File: src/assert_macros.svh
// ---------------------------------------------------------------------------
// Assertion macros
// Shared concurrent assertion forms for the list block.
// ---------------------------------------------------------------------------
`ifndef ASSERT_MACROS_SVH
`define ASSERT_MACROS_SVH

// Implication checked at every rising edge outside reset
`define ASSERT_CLK(label, clk, rst, prop, msg) \
   label: assert property (@(posedge clk) disable iff (rst) prop) else $error(msg);

// Condition that must never hold outside reset
`define ASSERT_NEVER(label, clk, rst, cond, msg) \
   label: assert property (@(posedge clk) disable iff (rst) !(cond)) else $error(msg);

`endif

File: src/ial_pkg.sv
// ---------------------------------------------------------------------------
// ial_pkg
// Types, codes and sizes shared by the indexed list block.
// ---------------------------------------------------------------------------
package ial_pkg;

   localparam int CAPACITY = 64;
   localparam int ADDR_W   = $clog2(CAPACITY);
   localparam int CNT_W    = $clog2(CAPACITY + 1);
   localparam int DATA_W   = 32;

   typedef enum logic [1:0] {
      OP_INSERT = 2'd0,
      OP_REMOVE = 2'd1,
      OP_GET    = 2'd2,
      OP_FIND   = 2'd3
   } opcode_type;

   typedef enum logic [1:0] {
      ST_OK      = 2'd0,
      ST_RANGE   = 2'd1,
      ST_FULL    = 2'd2,
      ST_MISSING = 2'd3
   } status_type;

   typedef struct packed {
      opcode_type               opcode;
      logic [CNT_W-1:0]         position;
      logic signed [DATA_W-1:0] item_value;
   } cmd_type;

   typedef struct packed {
      logic                     done;
      status_type               status;
      logic signed [DATA_W-1:0] read_data;
      logic [ADDR_W-1:0]        match_position;
      logic [CNT_W-1:0]         item_count;
   } result_type;

endpackage

File: src/ial_ram.sv
// ---------------------------------------------------------------------------
// ial_ram
// Generic one-write, one-read RAM with registered read data.
// ---------------------------------------------------------------------------
module ial_ram #(
   parameter int WIDTH = 32,
   parameter int DEPTH = 64
) (
   input  logic                     clock,
   input  logic                     wr_en,
   input  logic [$clog2(DEPTH)-1:0] wr_addr,
   input  logic [WIDTH-1:0]         wr_data,
   input  logic [$clog2(DEPTH)-1:0] rd_addr,
   output logic [WIDTH-1:0]         rd_data
);

   logic [WIDTH-1:0] mem_ff [DEPTH];
   logic [WIDTH-1:0] rd_data_ff;

   always_ff @(posedge clock) begin
      if (wr_en) begin
         mem_ff[wr_addr] <= wr_data;
      end
      rd_data_ff <= mem_ff[rd_addr];
   end

   assign rd_data = rd_data_ff;

endmodule

File: src/ial_engine.sv
// ---------------------------------------------------------------------------
// ial_engine
// Sequencer that walks the entry RAM one word a cycle for shift and search.
// ---------------------------------------------------------------------------
module ial_engine import ial_pkg::*; (
   input  logic                     clock,
   input  logic                     reset,
   input  logic                     start,
   input  cmd_type                  cmd,
   input  logic                     rsp_free,
   output logic                     idle,
   output result_type               result,
   output logic                     ram_wr_en,
   output logic [ADDR_W-1:0]        ram_wr_addr,
   output logic [DATA_W-1:0]        ram_wr_data,
   output logic [ADDR_W-1:0]        ram_rd_addr,
   input  logic [DATA_W-1:0]        ram_rd_data
);

   typedef enum logic [2:0] {
      S_IDLE,
      S_SHIFT_UP,
      S_PLACE,
      S_SHIFT_DOWN,
      S_GET_WAIT,
      S_SCAN,
      S_FINISH
   } state_type;

   localparam logic [CNT_W-1:0] CAP_CNT = CNT_W'(CAPACITY);
   localparam logic [CNT_W-1:0] ONE     = CNT_W'(1);
   localparam logic [CNT_W-1:0] TWO     = CNT_W'(2);

   state_type                state_ff, state_in;
   logic [CNT_W-1:0]         count_ff, count_in;
   logic [CNT_W-1:0]         pos_ff, pos_in;
   logic [CNT_W-1:0]         idx_ff, idx_in;
   logic signed [DATA_W-1:0] val_ff, val_in;
   status_type               status_ff, status_in;
   logic signed [DATA_W-1:0] rdata_ff, rdata_in;
   logic [ADDR_W-1:0]        mpos_ff, mpos_in;
   logic [CNT_W-1:0]         count_dec;
   logic [CNT_W-1:0]         idx_down;
   logic [CNT_W-1:0]         idx_skip;
   logic [CNT_W-1:0]         pos_next;
   logic                     hit;

   assign count_dec = count_ff - ONE;
   assign idx_down  = idx_ff - TWO;
   assign idx_skip  = idx_ff + TWO;
   assign pos_next  = cmd.position + ONE;
   // the data comparator, used only by the search walk
   assign hit       = (ram_rd_data == val_ff);

   always_comb begin
      state_in    = state_ff;
      count_in    = count_ff;
      pos_in      = pos_ff;
      idx_in      = idx_ff;
      val_in      = val_ff;
      status_in   = status_ff;
      rdata_in    = rdata_ff;
      mpos_in     = mpos_ff;
      ram_wr_en   = 1'b0;
      ram_wr_addr = idx_ff[ADDR_W-1:0];
      ram_wr_data = ram_rd_data;
      ram_rd_addr = '0;
      result.done           = 1'b0;
      result.status         = status_ff;
      result.read_data      = rdata_ff;
      result.match_position = mpos_ff;
      result.item_count     = count_ff;

      case (state_ff)
         S_IDLE: begin
            if (start) begin
               pos_in    = cmd.position;
               val_in    = cmd.item_value;
               status_in = ST_OK;
               rdata_in  = '0;
               mpos_in   = '0;
               state_in  = S_FINISH;
               case (cmd.opcode)
                  OP_INSERT: begin
                     if (cmd.position > count_ff) begin
                        status_in = ST_RANGE;
                     end else if (count_ff == CAP_CNT) begin
                        status_in = ST_FULL;
                     end else if (cmd.position == count_ff) begin
                        // append: nothing to shift
                        ram_wr_en   = 1'b1;
                        ram_wr_addr = cmd.position[ADDR_W-1:0];
                        ram_wr_data = cmd.item_value;
                        count_in    = count_ff + ONE;
                     end else begin
                        ram_rd_addr = count_dec[ADDR_W-1:0];
                        idx_in      = count_ff;
                        state_in    = S_SHIFT_UP;
                     end
                  end
                  OP_REMOVE: begin
                     if (cmd.position >= count_ff) begin
                        status_in = ST_RANGE;
                     end else if (pos_next == count_ff) begin
                        count_in = count_dec;
                     end else begin
                        ram_rd_addr = pos_next[ADDR_W-1:0];
                        idx_in      = cmd.position;
                        state_in    = S_SHIFT_DOWN;
                     end
                  end
                  OP_GET: begin
                     if (cmd.position >= count_ff) begin
                        status_in = ST_RANGE;
                     end else begin
                        ram_rd_addr = cmd.position[ADDR_W-1:0];
                        state_in    = S_GET_WAIT;
                     end
                  end
                  OP_FIND: begin
                     if (count_ff == '0) begin
                        status_in = ST_MISSING;
                     end else begin
                        ram_rd_addr = '0;
                        idx_in      = '0;
                        state_in    = S_SCAN;
                     end
                  end
                  default: begin
                     status_in = ST_OK;
                  end
               endcase
            end
         end
         S_SHIFT_UP: begin
            // move word idx-1 to idx, fetch the next one down
            ram_wr_en = 1'b1;
            if (idx_ff == pos_ff + ONE) begin
               state_in = S_PLACE;
            end else begin
               ram_rd_addr = idx_down[ADDR_W-1:0];
               idx_in      = idx_ff - ONE;
            end
         end
         S_PLACE: begin
            ram_wr_en   = 1'b1;
            ram_wr_addr = pos_ff[ADDR_W-1:0];
            ram_wr_data = val_ff;
            count_in    = count_ff + ONE;
            state_in    = S_FINISH;
         end
         S_SHIFT_DOWN: begin
            // move word idx+1 to idx, fetch the next one up
            ram_wr_en = 1'b1;
            if (idx_skip == count_ff) begin
               count_in = count_dec;
               state_in = S_FINISH;
            end else begin
               ram_rd_addr = idx_skip[ADDR_W-1:0];
               idx_in      = idx_ff + ONE;
            end
         end
         S_GET_WAIT: begin
            rdata_in = ram_rd_data;
            state_in = S_FINISH;
         end
         S_SCAN: begin
            if (hit) begin
               mpos_in  = idx_ff[ADDR_W-1:0];
               state_in = S_FINISH;
            end else if (idx_ff + ONE == count_ff) begin
               status_in = ST_MISSING;
               state_in  = S_FINISH;
            end else begin
               ram_rd_addr = idx_ff[ADDR_W-1:0] + ADDR_W'(1);
               idx_in      = idx_ff + ONE;
            end
         end
         S_FINISH: begin
            // hold until the response register can take the transaction
            if (rsp_free) begin
               result.done = 1'b1;
               state_in    = S_IDLE;
            end
         end
         default: begin
            state_in = S_IDLE;
         end
      endcase
   end

   always_ff @(posedge clock) begin
      if (reset) begin
         state_ff <= S_IDLE;
         count_ff <= '0;
      end else begin
         state_ff <= state_in;
         count_ff <= count_in;
      end
      pos_ff    <= pos_in;
      idx_ff    <= idx_in;
      val_ff    <= val_in;
      status_ff <= status_in;
      rdata_ff  <= rdata_in;
      mpos_ff   <= mpos_in;
   end

   assign idle = (state_ff == S_IDLE);

endmodule

File: src/indexed_array_list.sv
// ---------------------------------------------------------------------------
// indexed_array_list
// Fixed-capacity ordered list of signed words with insert, remove, get and
// find, built on one entry RAM walked by a small sequencer.
//
//   channel | direction | ports
//   --------+-----------+-------------------------------------------------
//   req     | in        | req_valid/ready, opcode, position, item_value
//   rsp     | out       | rsp_valid/ready, status, read_data,
//           |           | match_position, item_count
//
// Insert shifts the words from position on up and writes the item, remove
// shifts the words above position down, get reads one word, find scans
// until a match or the end. The RAM's single read port moves one word a
// cycle. req_ready is high only while the sequencer is idle; a finished
// result is held in the response register, and the next request is taken
// meanwhile. Synchronous reset empties the list; the RAM needs no clearing.
// ---------------------------------------------------------------------------
`include "assert_macros.svh"

module indexed_array_list import ial_pkg::*; (
   input  logic                     clock,
   input  logic                     reset,
   input  logic                     req_valid,
   output logic                     req_ready,
   input  logic [1:0]               req_opcode,
   input  logic [CNT_W-1:0]         req_position,
   input  logic signed [DATA_W-1:0] req_item_value,
   output logic                     rsp_valid,
   input  logic                     rsp_ready,
   output logic [1:0]               rsp_status,
   output logic signed [DATA_W-1:0] rsp_read_data,
   output logic [ADDR_W-1:0]        rsp_match_position,
   output logic [CNT_W-1:0]         rsp_item_count
);

   localparam logic [CNT_W-1:0] CAP_CNT = CNT_W'(CAPACITY);

   cmd_type             cmd;
   result_type          result;
   logic                req_fire;
   logic                eng_idle;
   logic                rsp_free;
   logic                ram_wr_en;
   logic [ADDR_W-1:0]   ram_wr_addr;
   logic [DATA_W-1:0]   ram_wr_data;
   logic [ADDR_W-1:0]   ram_rd_addr;
   logic [DATA_W-1:0]   ram_rd_data;

   logic                     rsp_valid_ff;
   status_type               rsp_status_ff;
   logic signed [DATA_W-1:0] rsp_read_data_ff;
   logic [ADDR_W-1:0]        rsp_match_ff;
   logic [CNT_W-1:0]         rsp_count_ff;

   assign cmd.opcode     = opcode_type'(req_opcode);
   assign cmd.position   = req_position;
   assign cmd.item_value = req_item_value;
   assign req_ready      = eng_idle;
   assign req_fire       = req_valid && req_ready;
   assign rsp_free       = !rsp_valid_ff || rsp_ready;

   ial_ram #(
      .WIDTH (DATA_W),
      .DEPTH (CAPACITY)
   ) u_ram (
      .clock   (clock),
      .wr_en   (ram_wr_en),
      .wr_addr (ram_wr_addr),
      .wr_data (ram_wr_data),
      .rd_addr (ram_rd_addr),
      .rd_data (ram_rd_data)
   );

   ial_engine u_engine (
      .clock       (clock),
      .reset       (reset),
      .start       (req_fire),
      .cmd         (cmd),
      .rsp_free    (rsp_free),
      .idle        (eng_idle),
      .result      (result),
      .ram_wr_en   (ram_wr_en),
      .ram_wr_addr (ram_wr_addr),
      .ram_wr_data (ram_wr_data),
      .ram_rd_addr (ram_rd_addr),
      .ram_rd_data (ram_rd_data)
   );

   always_ff @(posedge clock) begin
      if (reset) begin
         rsp_valid_ff <= 1'b0;
      end else if (result.done) begin
         rsp_valid_ff <= 1'b1;
      end else if (rsp_ready) begin
         rsp_valid_ff <= 1'b0;
      end
      if (result.done) begin
         rsp_status_ff    <= result.status;
         rsp_read_data_ff <= result.read_data;
         rsp_match_ff     <= result.match_position;
         rsp_count_ff     <= result.item_count;
      end
   end

   assign rsp_valid          = rsp_valid_ff;
   assign rsp_status         = rsp_status_ff;
   assign rsp_read_data      = rsp_read_data_ff;
   assign rsp_match_position = rsp_match_ff;
   assign rsp_item_count     = rsp_count_ff;

   `ASSERT_CLK(a_busy_on_accept, clock, reset, req_fire |=> !req_ready, "idle after accept")
   `ASSERT_NEVER(a_no_overwrite, clock, reset, result.done && !rsp_free, "response overwritten")
   `ASSERT_CLK(a_count_ok, clock, reset, rsp_valid |-> rsp_item_count <= CAP_CNT, "count too big")

endmodule
File: config.mk
export PLATFORM = sky130hd
export DESIGN_NAME = indexed_array_list
export DESIGN_NICKNAME = d
export VERILOG_FILES = /design/src/ial_pkg.sv /design/src/ial_ram.sv /design/src/ial_engine.sv /design/src/indexed_array_list.sv
export VERILOG_INCLUDE_DIRS = /design/src /design/src/src
export SDC_FILE = /design/constraint.sdc
export NUM_CORES = 2
export LEC_CHECK = 0
export BUFFER_PORTS_ARGS = -buffer_cell sky130_fd_sc_hd__buf_2
export CORE_ASPECT_RATIO = 1.2
export CORE_MARGIN = 3
export CORE_UTILIZATION = 63
export CTS_CLUSTER_SIZE = 25
export DETAILED_ROUTE_END_ITERATION = 16
export PLACE_DENSITY = 0.84
export SLEW_MARGIN = 20
export SYNTH_ARGS = -nofsm -noshare
export SYNTH_HDL_FRONTEND = slang
export SYNTH_HIERARCHICAL = 1
export SYNTH_SLANG_ARGS = --single-unit
export TNS_END_PERCENT = 30
File: constraint.sdc
create_clock -name clock -period 6.6 [get_ports clock]
set_input_delay 0.33 -clock clock [delete_from_list [all_inputs] [get_ports clock]]
set_output_delay 0.33 -clock clock [all_outputs]
set_load 0.01 [all_outputs]
==> reports/results.txt <==
Post-DP HPWL: 143000 um
Post-synth cell types: 89
Placer Congestion: 0.994
Async S/R FF share, synth: 0%
Root Driver: clkbuf_16
Count leader, synth: edfxtp_1
Tmin final: 6.48 ns
ANT nets after route: 0
Syn nets: 4347
CP required: 7.30 ns
Die span in y: 414 um
DRT iter0 DRCs: 9738
Share of layout cells above drive strength 1: 24.2%
Yosys top cell area share: 75.1%
Max Cap Viol: 0
Total congestion overflow: 0
Clock-pin slew on the worst setup and hold paths: 0.07 ns
Syn_area_per_cell: 20.4 um2
Top cell type by total area after synthesis: edfxtp_1
Row cnt: 148
Mapped cell area: 87200 um2
Ys flop type: edfxtp_1
Htree depth: 4
Worst setup EP type: flop
WL final: 264000 um
Max Fclk: 0.154 GHz
Clk Latency, worst-skew pair: 0.86 ns
Slew Limit Fails: 0
Post-synth EDFFs: 2181
Vias in the first global route: 49078
Placed Cells: 6108
Sink Count: 2224
GRT Overall Usage: 36.3%
CTS tree: built
CP Class: flop to flop
Via Count: 49619
Largest net degree at the start of global routing: 92
Crit start category: flop
# nets final: 4616
Die X: 346 um
Peak VDD IR: 0.000364 V
Area growth syn-to-layout: 11.8%
Starting Density: 63.9%
#FFs+latches synth: 2224
DR WL/cell: 40.4 um
Min-Delay Path Class: input pin to flop
Drt pass-1 iters: 9
Post-synthesis sequential area ratio: 76.1%
Longest Clk Path Bufs: 3
Post-synth top cells: edfxtp_1, mux4_2, mux2i_1
I/O Buffers: 93
Critical path arrival: 7.18 ns
Non-Filler Instances: 6532
P_leak: 0.0300 uW
Fin crit share: 98.2%
Inserted Clock Buffers: 193
Total power: 41900 uW
RSZ-0062 raised after global routing: no
Worst-path fanout max: 53
Ys Warns: 6
Worst-Margin Slew: 1.22 ns
Final setup viols: 0
Ranking of synthesized cells by area: edfxtp_1, mux4_2, mux2i_1, a22oi_1, dfxtp_1
Cell Pwr Density: 430 nW/um2
Max-slew headroom: 17.9%
Core Area: 136000 um2
DR vias/cell: 7.60
Clock Skews: 0.0528 ns
Remaining DRCs: 0
Gate Count Post-Synth: 4282
Hold Violations, Final: 0
Num ports: 94
Total Neg Setup Slack: 0 ns
Initial antenna violation count: 23
Status: complete, no violations
Die footprint: 143000 um2
FILL cells: 7098
First-pass GRT wire length: 365000 um
placed cells by master (no fill, tap or decap), types with 16 or more instances in the layout:
cell	instances
a211oi_1	29
a21oi_1	52
a22oi_1	166
a31oi_1	28
and3_1	46
buf_12	23
buf_2	94
buf_4	168
clkbuf_1	49
clkbuf_16	197
clkinv_1	49
clkinv_2	31
dfxtp_1	43
diode_2	17
dlygate4sd3_1	42
edfxtp_1	2181
ha_1	20
inv_1	21
mux2i_1	192
mux4_2	446
nand2_1	113
nand2_2	24
nand3_1	64
nor2_1	60
nor2_4	65
nor2b_1	16
nor3_1	25
o211ai_1	17
o21ai_0	48
o221ai_1	20
o22ai_1	46
xnor2_1	33
xor2_1	51
what timing repair did:
action                                  CTS  global route
endpoints found under the hold margin    47             0
hold buffers                             42             0
resized for setup                         0             2
buffers inserted                          0             0
endpoints found under the setup margin    0             7
through the flow:
stage / setup slack (ns) / hold slack, ns / area, um2 / utilization (%)
2_1_floorplan: 1.41 / 0.392 / 87200 / -
3_3_place_gp: 0.231 / 0.405 / 90700 / 66.4
3_5_place_dp: 0.176 / 0.405 / 90800 / 66.5
4_1_cts: 0.0208 / 0.0840 / 97300 / 71.3
5_1_grt: 0.0174 / 0.179 / 97500 / 71.4
6_report: 0.122 / 0.136 / 97500 / 71.5
critical path: stages, from the launching register on:
cell and delay (ns):
dfxtp_1 0.44, buf_4 0.26, nor3_2 0.70, and2_1 0.38, nand2_1 0.25, clkinv_1 0.13, buf_4 0.49, nand3_1 0.22
nand4_1 0.16, buf_4 0.34, buf_4 0.75, or2_2 0.57, o22ai_1 0.29, a211oi_1 0.45, a311o_1 0.69, a21oi_1 0.14
power breakdown:
part	switching (uW)	internal, uW
combinational	8040	2480
sequential	567	19500
clock	5220	6140
total	13800	28100
final cells by class:
class / count / area (um2) / share of cell area, %
antenna: 17 / 42.5 / 0.0436
multi-input combinational: 1779 / 20000 / 20.5
inverter: 24 / 90.1 / 0.0924
tap: 1800 / 2250 / 2.31
timing repair buffer: 329 / 2670 / 2.74
clock buffer: 251 / 5180 / 5.31
sequential: 2224 / 66400 / 68.0
clock inverter: 108 / 952 / 0.976
cells by family (layout without fill, tap and decap cells):
group	after synthesis	in the layout	share of synthesized area, %
AOI/OAI and AO/OA	516	516	4.28
xor gates and xnor gates	87	87	0.914
adders and majority gates	20	20	0.287
buffers and inverters	279	712	1.83
DFF	2224	2224	76.1
muxes	640	640	13.7
other	0	17	0
and+or+nand+nor	516	516	2.87
worst paths after layout:
kind                    startpoint               endpoint  slack, ns  cells after the start
max           u_engine/state_ff[0]       u_ram/rd_data[8]       0.12                     15
min                  req_opcode[1]  u_engine/status_ff[0]       0.14                      5
max reg2reg   u_engine/state_ff[0]       u_ram/rd_data[8]       0.12                     15
min reg2reg  u_engine/rdata_ff[10]      rsp_read_data[10]       0.41                      0
per-layer routing:
layer | vias to the layer above | global-route usage (%) | wire length [um]
li1 | 18361 | - | -
met1 | 24650 | 44.5 | 78100
met2 | 5315 | 57.1 | 125000
met3 | 1277 | 9.93 | 37600
met4 | 16 | 24.5 | 23500
met5 | - | 1.50 | 364
sequential cells by signal (all words and copies together), names as in the netlist:
register            flops
u_engine/count_ff       7
u_engine/rdata_ff      32
u_ram/rd_data          32
u_engine/mpos_ff        6
u_engine/val_ff        32
u_engine/state_ff       3
rsp_item_count          7
u_engine/idx_ff         7
u_ram/mem_ff         2048
rsp_read_data          32
rsp_status              2
u_engine/pos_ff         7
rsp_valid               1
u_engine/status_ff      2
rsp_match_position      6
Power figures use the tool's default switching activity.
